File: src/rtl/core/ssc_pkg.sv
// ----------------------------------------------------------------------------
// ssc_pkg: shared types, widths and constant tables
// Widths of the fixed-point datapath, register index codes, the side record
// that travels with each item, and the log2 and exp2 constant tables.
// ----------------------------------------------------------------------------
`default_nettype none

package ssc_pkg;

  localparam int MAX_CHILDREN_DEF = 64;

  // port field widths
  localparam int N_W   = 7;   // child count
  localparam int D_W   = 8;   // tree depth
  localparam int L_W   = 20;  // leaf count
  localparam int R_W   = 16;  // request fraction Q0.16
  localparam int S_W   = 6;   // split count
  localparam int IDX_W = 2;   // config register index
  localparam int CFG_W = 20;  // config write data

  // datapath widths
  localparam int LG_W  = 21;  // log2(L) Q16.16, integer part below 20
  localparam int LN_W  = 19;  // log2(n) Q16.16, n below 128
  localparam int RAT_W = 21;  // log ratio Q16.16
  localparam int DZ_W  = 10;  // n-1-d, signed
  localparam int Z_W   = 27;  // z, signed Q16.16
  localparam int MAG_W = 25;  // |z|
  localparam int T_W   = 26;  // |z| * log2(e)
  localparam int P_W   = 31;  // 2^-t in Q1.30
  localparam int C_W   = 30;  // exp2 step constants
  localparam int DEN_W = 32;  // 2^30 + e
  localparam int Q_W   = 17;  // 1/(1+e) with 16 fraction bits
  localparam int FRAC_STEPS = 16;

  localparam logic [16:0] LOG2E_Q16 = 17'd94548;

  // config register indexes
  localparam logic [IDX_W-1:0] CFG_POLICY  = 2'd0;
  localparam logic [IDX_W-1:0] CFG_LEAVES  = 2'd1;
  localparam logic [IDX_W-1:0] CFG_REQFRAC = 2'd2;

  // what rides along with each item through the pipeline
  typedef struct packed {
    logic [N_W-1:0]         n;     // clamped child count
    logic signed [DZ_W-1:0] dz;    // n-1-d
    logic                   zneg;  // z below zero
    logic                   byp;   // result known at the input
    logic [S_W-1:0]         bval;  // that result
  } ssc_side_t;

  typedef logic [127:0][LN_W-1:0]       ln_tab_t;
  typedef logic [FRAC_STEPS-1:0][C_W-1:0] expc_tab_t;

  function automatic longint unsigned isqrt64(input longint unsigned v);
    longint unsigned r;
    longint unsigned b;
    longint unsigned w;
    r = 64'd0;
    b = 64'd1 << 62;
    w = v;
    while (b > w) b = b >> 2;
    while (b != 64'd0) begin
      if (w >= r + b) begin
        w = w - (r + b);
        r = (r >> 1) + b;
      end else begin
        r = r >> 1;
      end
      b = b >> 2;
    end
    return r;
  endfunction

  // log2 in Q16.16 by repeated squaring, elaboration only
  function automatic logic [LN_W-1:0] log2_q16_c(input int unsigned x);
    int unsigned m;
    longint unsigned y;
    int unsigned frac;
    m = 0;
    frac = 0;
    while (m < 30 && (x >> (m + 1)) != 0) m++;
    y = longint'(x) << (30 - m);
    for (int i = 0; i < 16; i++) begin
      y = (y * y) >> 30;
      frac = frac << 1;
      if (y >= (64'd1 << 31)) begin
        frac = frac | 1;
        y = y >> 1;
      end
    end
    return LN_W'((m << 16) | frac);
  endfunction

  function automatic ln_tab_t mk_ln_tab();
    ln_tab_t tab;
    for (int i = 0; i < 128; i++) begin
      // entries for no child or one child are never used; keep them nonzero
      tab[i] = (i < 2) ? LN_W'(65536) : log2_q16_c(i);
    end
    return tab;
  endfunction

  function automatic expc_tab_t mk_expc_tab();
    expc_tab_t tab;
    longint unsigned c;
    c = isqrt64(64'd1 << 59);
    for (int k = 0; k < FRAC_STEPS; k++) begin
      tab[k] = C_W'(c);
      c = isqrt64(c << 30);
    end
    return tab;
  endfunction

  localparam ln_tab_t   LOG2N_TAB = mk_ln_tab();
  localparam expc_tab_t EXP_C     = mk_expc_tab();

endpackage

`default_nettype wire

File: src/rtl/core/ssc_div.sv
// ----------------------------------------------------------------------------
// ssc_div: pipelined restoring divider
// One quotient bit per stage; the quotient must fit in QUO_W bits.
// ----------------------------------------------------------------------------
`default_nettype none

module ssc_div import ssc_pkg::*; #(
  parameter int NUM_W = 37,
  parameter int DEN_W = 19,
  parameter int QUO_W = 21
) (
  input  wire logic             clk,
  input  wire logic             rst_n,
  input  wire logic             en,
  input  wire logic             in_valid,
  input  wire logic [NUM_W-1:0] num,
  input  wire logic [DEN_W-1:0] den,
  input  wire ssc_side_t        in_side,
  output logic                  out_valid,
  output logic [QUO_W-1:0]      quo,
  output ssc_side_t             out_side
);

  localparam int HI_W = NUM_W - QUO_W;

  logic [QUO_W-1:0] vld_r;
  logic [DEN_W-1:0] rem_r   [QUO_W];
  logic [DEN_W-1:0] rem_nxt [QUO_W];
  logic [QUO_W-1:0] low_r   [QUO_W];
  logic [QUO_W-1:0] low_nxt [QUO_W];
  logic [QUO_W-1:0] quo_r   [QUO_W];
  logic [QUO_W-1:0] quo_nxt [QUO_W];
  logic [DEN_W-1:0] den_r   [QUO_W];
  ssc_side_t        side_r  [QUO_W];

  // compare and subtract, one bit per stage
  always_comb begin
    logic [DEN_W-1:0] rc;
    logic [DEN_W-1:0] dc;
    logic [QUO_W-1:0] lc;
    logic [QUO_W-1:0] qc;
    logic [DEN_W:0]   tr;
    logic             fit;
    for (int k = 0; k < QUO_W; k++) begin
      if (k == 0) begin
        rc = {{(DEN_W-HI_W){1'b0}}, num[NUM_W-1:QUO_W]};
        dc = den;
        lc = num[QUO_W-1:0];
        qc = '0;
      end else begin
        rc = rem_r[k-1];
        dc = den_r[k-1];
        lc = low_r[k-1];
        qc = quo_r[k-1];
      end
      tr  = {rc, lc[QUO_W-1]};
      fit = tr >= {1'b0, dc};
      rem_nxt[k] = fit ? DEN_W'(tr - {1'b0, dc}) : DEN_W'(tr);
      low_nxt[k] = lc << 1;
      quo_nxt[k] = {qc[QUO_W-2:0], fit};
    end
  end

  always_ff @(posedge clk) begin
    if (!rst_n) begin
      vld_r <= '0;
    end else if (en) begin
      vld_r <= {vld_r[QUO_W-2:0], in_valid};
    end
  end

  always_ff @(posedge clk) begin
    if (en) begin
      for (int k = 0; k < QUO_W; k++) begin
        rem_r[k] <= rem_nxt[k];
        low_r[k] <= low_nxt[k];
        quo_r[k] <= quo_nxt[k];
      end
      den_r[0]  <= den;
      side_r[0] <= in_side;
      for (int k = 1; k < QUO_W; k++) begin
        den_r[k]  <= den_r[k-1];
        side_r[k] <= side_r[k-1];
      end
    end
  end

  assign out_valid = vld_r[QUO_W-1];
  assign quo       = quo_r[QUO_W-1];
  assign out_side  = side_r[QUO_W-1];

endmodule

`default_nettype wire

File: config.mk
export PLATFORM = sky130hd
export DESIGN_NAME = ssc_div
export DESIGN_NICKNAME = d
export VERILOG_FILES = /design/src/rtl/core/ssc_pkg.sv /design/src/rtl/core/ssc_div.sv
export SDC_FILE = /design/constraint.sdc
export NUM_CORES = 2
export LEC_CHECK = 0
export BUFFER_PORTS_ARGS = -buffer_cell sky130_fd_sc_hd__buf_2
export CORE_UTILIZATION = 56
export DETAILED_ROUTE_END_ITERATION = 7
export GPL_TIMING_DRIVEN = 1
export PLACE_DENSITY = 0.72
export SYNTH_ARGS = -nofsm -noshare
export SYNTH_HDL_FRONTEND = slang
export SYNTH_SLANG_ARGS = --single-unit
File: constraint.sdc
create_clock -name clk -period 7.3 [get_ports clk]
set_clock_uncertainty 0.1 [all_clocks]
set_input_delay 0 -clock clk [delete_from_list [all_inputs] [get_ports clk]]
set_output_delay 0 -clock clk [all_outputs]
set_load 0.05 [all_outputs]
After elaboration in Yosys (flattened, before gate mapping):

Memory sizes are Yosys's and may differ from the RTL's.
Index checks and enable logic that the tools add are counted.

* output and inout bits: 47
* flip-flop bits (word level): 21
* input port bits: 85
* logic and storage cells: 71
* memory bits (writable): 2184
* memories kept: 5

Memory list
* side_r: depth 21, bits a word 25, read ports 21, clocked after memory_dff 0, wr ports 21, line ssc_div.sv:34 `ssc_side_t side_r [QUO_W];`
* quo_r: depth 21, bits a word 21, read ports 21, clocked after memory_dff 0, wr ports 21, line ssc_div.sv:31 `logic [QUO_W-1:0] quo_r [QUO_W];`
* low_r: depth 21, bits a word 20, read ports 20, clocked after memory_dff 0, wr ports 21, line ssc_div.sv:29 `logic [QUO_W-1:0] low_r [QUO_W];`
* den_r: depth 21, bits a word 19, read ports 20, clocked after memory_dff 0, wr ports 21, line ssc_div.sv:33 `logic [DEN_W-1:0] den_r [QUO_W];`
* rem_r: depth 21, bits a word 19, read ports 20, clocked after memory_dff 0, wr ports 21, line ssc_div.sv:27 `logic [DEN_W-1:0] rem_r [QUO_W];`

* muxes and demuxes: 23
* add/sub/neg operators: 21
* order comparisons: 21

Operators with widths (count)
* 20-bit by 19-bit greater-or-equal comparator with 1-bit output: 20
* 19-bit 2-to-1 mux: 21
* 19-bit subtractor: 20
* 17-bit by 19-bit greater-or-equal comparator with 1-bit output: 1
* 17-bit by 19-bit subtractor with 19-bit output: 1
* 1-bit 2-to-1 mux: 2

Logic depth before layout (Yosys ltp):

An unclocked memory read counts as a cell.

* depth after elaboration: 3
* mapped depth: 14

Worst setup path after synthesis:

OpenSTA, ideal clock, no wires.

* kind: register to register
* from: memory den_r[13][0], in the netlist den_r[6][19]
* to: memory rem_r[14][10], in the netlist rem_r[3][48] (data pin)
* stages on the path, launching flop included: 12
* slack: 4.034 ns
* library setup time: 0.260 ns
* buffers on the path: 1
* period minus slack after synthesis: 3.266 ns
* arrival time: 2.906 ns
* required time: 6.940 ns
* cell sequence: edfxtp_1 ha_1 fa_1 nor2b_1 o21a_1 o21ai_0 a311oi_1 nor2_1 a31o_2 a21oi_2 buf_2 mux2_2

RTL lines (line)
* start, declared: ssc_div.sv:33
* end, declared: ssc_div.sv:27

==> summary by stage <==
Run status
The flow ran to the end, and the final reports show no timing, DRC or antenna violations.

Die
The standard-cell row count is 134. The die outline area is 0.137 mm^2. The core area is 0.134 mm^2. The starting density of the core is 56.7%. The die is 370 um wide. The count of pins on the block boundary is 132. In this run the vertical extent of the chip is 370 um.

Setup path
The category of the most critical setup path is reg2reg. The data arrival time of the critical path is 4820 ps. The critical path launch point type is a flip-flop. Along the worst path, the maximum fanout reaches 20. The worst setup path is captured at a flip-flop.

Measured in cells, the most critical reg-to-reg path has a length of 11. Data on the critical path is required at its endpoint by 7760 ps.

CTS
The number of H-tree branching levels is 4. The number of buffers inserted during clock tree synthesis is 175. The post-CTS setup buffer count is 0.

At the later pin of the worst-skew pair, clock insertion delay measures 820 ps. The clock passes through at most 3 buffers. The clock root buffer is sky130_fd_sc_hd__clkbuf_16. The clock edge transition at the registers on the reported setup and hold paths is 60 ps.

TritonCTS built the clock tree. The CTS sink count is 1747.

Cells and area
The number of nets in the layout is 6218. The fraction of layout instances using a drive strength above 1 is 10.5%. The synthesis-to-finish area growth is 13.9%. 0 antenna diodes ended up in the layout. The utilization after layout is 64.5%. Once layout is done, the placed cells without fillers occupy 0.0865 mm^2.

Synth
For this run, the register share of the synthesized area comes to 68.8%. The number of enable flip-flop cells after synthesis is 1726. The top cell type by area accounts for 68.3% of the synthesized area. In the synthesized netlist the async set-or-reset flop fraction comes to 0%. Among all cell types in the netlist, the one instantiated most often is sky130_fd_sc_hd__edfxtp_1. After synthesis, the cell types taking the most area are sky130_fd_sc_hd__edfxtp_1 68%, sky130_fd_sc_hd__ha_1 6.5%, sky130_fd_sc_hd__inv_1 2.4%. The flop and latch count out of synthesis is 1747. The total standard cell area after synthesis is 0.0759 mm^2. The number of standard cells after synthesis is 5283. The average instance in the mapped netlist occupies 14.4 um^2.

The most common flop cell mapped by yosys is sky130_fd_sc_hd__edfxtp_1. The number of warning messages in the yosys log is 0. The count of distinct cell types in the synthesized netlist is 83. Of all cell types, the one taking the most synthesized area is sky130_fd_sc_hd__edfxtp_1. The post-synth net total is 5785. After synthesis, the most frequently instantiated cells are 1726 x sky130_fd_sc_hd__edfxtp_1, 495 x sky130_fd_sc_hd__inv_1, 397 x sky130_fd_sc_hd__ha_1.

Placement
The HPWL after detailed placement is 85500 um. The placed standard-cell area is 0.0788 mm^2. During placement, the flow inserted port buffers numbering 131. The last weighted congestion value of the routability-driven placer is 0.912.

STA
The post-route clock period utilization is 59.6%. The final number of hold-violating endpoints is 0. Setup repair after global routing left no endpoint under its margin. The highest attainable clock frequency is 0.230 GHz. The minimum period implied by the final worst setup slack is 4350 ps. The number of slew-limit violations in the final report is 0. Setup violations remaining at the end of the flow were counted as 0. In this run the tightest slew margin relative to its limit is 23.8%.

The total negative slack is 0 ps. At the pin with the least slew margin, the transition time is 1140 ps.

GRT
Global routing consumed, over all layers together, 18.9% of the routing resources. The number of global-route vias before repair came to 41200. The total overflow left after global routing is 0. Entering global routing, the biggest net connects 195 pins. The initial antenna violation count is 3. The wire length of the first global-routing pass is 207000 um.

Hold path
The depth of the worst hold-timing path is 4. The type of the most critical hold path is in2reg.

Routing
Dividing the detail-routed wire length by the instance count gives 16.9 um. The detailed router's first-iteration violation count is 2566. The sum of routed wire length over all layers is 129000 um. The detail-routed via count per cell is 5.48.

For this run, design rule violations remaining after detail routing come to 0. For this run, the detailed router's first-pass iteration total came to 6. The detailed router placed 41800 vias in this run.

In this run the remaining antenna-violating nets after routing total 0.

Power and ir drop
The peak supply drop is 236 uV. The total power divided by cell area is 393 mW/mm^2. The leakage power of the design is 33.4 nW.

Run
The max-capacitance violation count is 0.
==> placed cells by master (no fill, tap or decap), types with 17 or more instances in the layout <==
master	instances
sky130_fd_sc_hd__edfxtp_1	1726
sky130_fd_sc_hd__ha_1	397
sky130_fd_sc_hd__xnor2_1	162
sky130_fd_sc_hd__nor3_1	67
sky130_fd_sc_hd__clkinv_1	31
sky130_fd_sc_hd__xor2_1	114
sky130_fd_sc_hd__clkinv_2	36
sky130_fd_sc_hd__mux2_2	139
sky130_fd_sc_hd__o21ai_0	302
sky130_fd_sc_hd__nand2b_1	54
sky130_fd_sc_hd__nor2_1	262
sky130_fd_sc_hd__a31oi_1	32
sky130_fd_sc_hd__fa_1	20
sky130_fd_sc_hd__buf_4	26
sky130_fd_sc_hd__buf_2	130
sky130_fd_sc_hd__a21oi_1	301
sky130_fd_sc_hd__nand2_1	274
sky130_fd_sc_hd__a21o_1	128
sky130_fd_sc_hd__dfxtp_1	21
sky130_fd_sc_hd__a211oi_1	37
sky130_fd_sc_hd__or2_2	19
sky130_fd_sc_hd__dlygate4sd3_1	180
sky130_fd_sc_hd__o21a_1	58
sky130_fd_sc_hd__o31ai_1	26
sky130_fd_sc_hd__mux2i_1	34
sky130_fd_sc_hd__clkbuf_16	175
sky130_fd_sc_hd__o211ai_1	19
sky130_fd_sc_hd__inv_1	495
sky130_fd_sc_hd__nand3_1	59
sky130_fd_sc_hd__o31a_1	21
sky130_fd_sc_hd__and2_1	17
sky130_fd_sc_hd__and3_1	30
sky130_fd_sc_hd__nand4_1	50
sky130_fd_sc_hd__bufinv_16	19
sky130_fd_sc_hd__clkbuf_1	26
sky130_fd_sc_hd__nor2b_1	77
sky130_fd_sc_hd__o21bai_1	24
==> critical path, stage by stage, from the launching register on <==
cell	delay (ps)
sky130_fd_sc_hd__edfxtp_1	400
sky130_fd_sc_hd__ha_1	250
sky130_fd_sc_hd__fa_1	430
sky130_fd_sc_hd__nand2b_1	190
sky130_fd_sc_hd__a211oi_1	350
sky130_fd_sc_hd__o41ai_1	220
sky130_fd_sc_hd__a211oi_1	300
sky130_fd_sc_hd__nor3b_1	120
sky130_fd_sc_hd__o21ai_0	290
sky130_fd_sc_hd__a21oi_1	110
sky130_fd_sc_hd__o21ai_2	900
sky130_fd_sc_hd__mux2_2	430
==> layout make-up <==
cell class / count / area (um^2)
Sequential cell: 1747 / 52300
Fill cell: 9506 / 47500
Multi-Input combinational cell: 2952 / 21500
Clock buffer: 202 / 4490
Timing Repair Buffer: 344 / 2810
Tap cell: 1768 / 2210
Inverter: 496 / 1860
Clock inverter: 115 / 1360
==> kinds of logic (layout without fill, tap and decap cells) <==
kind of cell,Yosys count,in the layout,synth area share (%)
xor gates and xnor gates,276,276,3.18
buffers and inverters,584,1157,2.93
AOI/OAI and AO/OA,1106,1106,9.24
and+or+nand+nor,973,973,6.13
muxes,180,180,2.61
adders and majority gates,417,417,7.07
DFF,1747,1747,68.8
==> power breakdown <==
group / total [mW] / switching [mW] / internal [mW] / leakage (nW)
Sequential: 14.3 / 0.841 / 13.4 / 17.0
Combinational: 10.8 / 6.00 / 4.83 / 13.5
Clock: 8.90 / 3.76 / 5.14 / 2.82
Total: 34.0 / 10.6 / 23.4 / 33.4
==> final timing paths <==
check        slack (ps)          from            to
max                2950   den_r[9][0]  rem_r[4][59]
min reg2reg         300  quo_r[2][67]  quo_r[2][89]
max reg2reg        2950   den_r[9][0]  rem_r[4][59]
min                  80       den[18]  rem_r[0][18]
==> state kept, by name, indices dropped and copies added (netlist names) <==
name / flops
vld_r: 21
low_r: 210
quo_r: 231
den_r: 380
rem_r: 380
side_r: 525
==> what timing repair did <==
item | CTS | global route
hold endpoints to repair | 266 | 0
hold buffers | 180 | 0
resized for setup | 0 | 0
==> per-layer routing <==
metal | share of wire (%) | vias to the layer above | GRT usage [%]
met5 | 0 | - | 0
met4 | 3.3 | 0 | 7.41
met3 | 4.1 | 274 | 3.08
met2 | 49 | 876 | 32.3
met1 | 43 | 20000 | 24.0
li1 | - | 20600 | -
==> through the flow <==
step	setup slack, ps	instances	power (mW)	hold WS, ps
2_1_floorplan	4030	5283	22.5	-1.13
3_3_place_gp	3100	7127	24.7	76.2
3_5_place_dp	2950	7127	25.0	78.1
4_1_cts	2940	7624	34.2	4.39
5_1_grt	2650	7624	36.0	50.9
6_report	2950	7624	34.0	80.1
(Power assumes the default switching activity.)
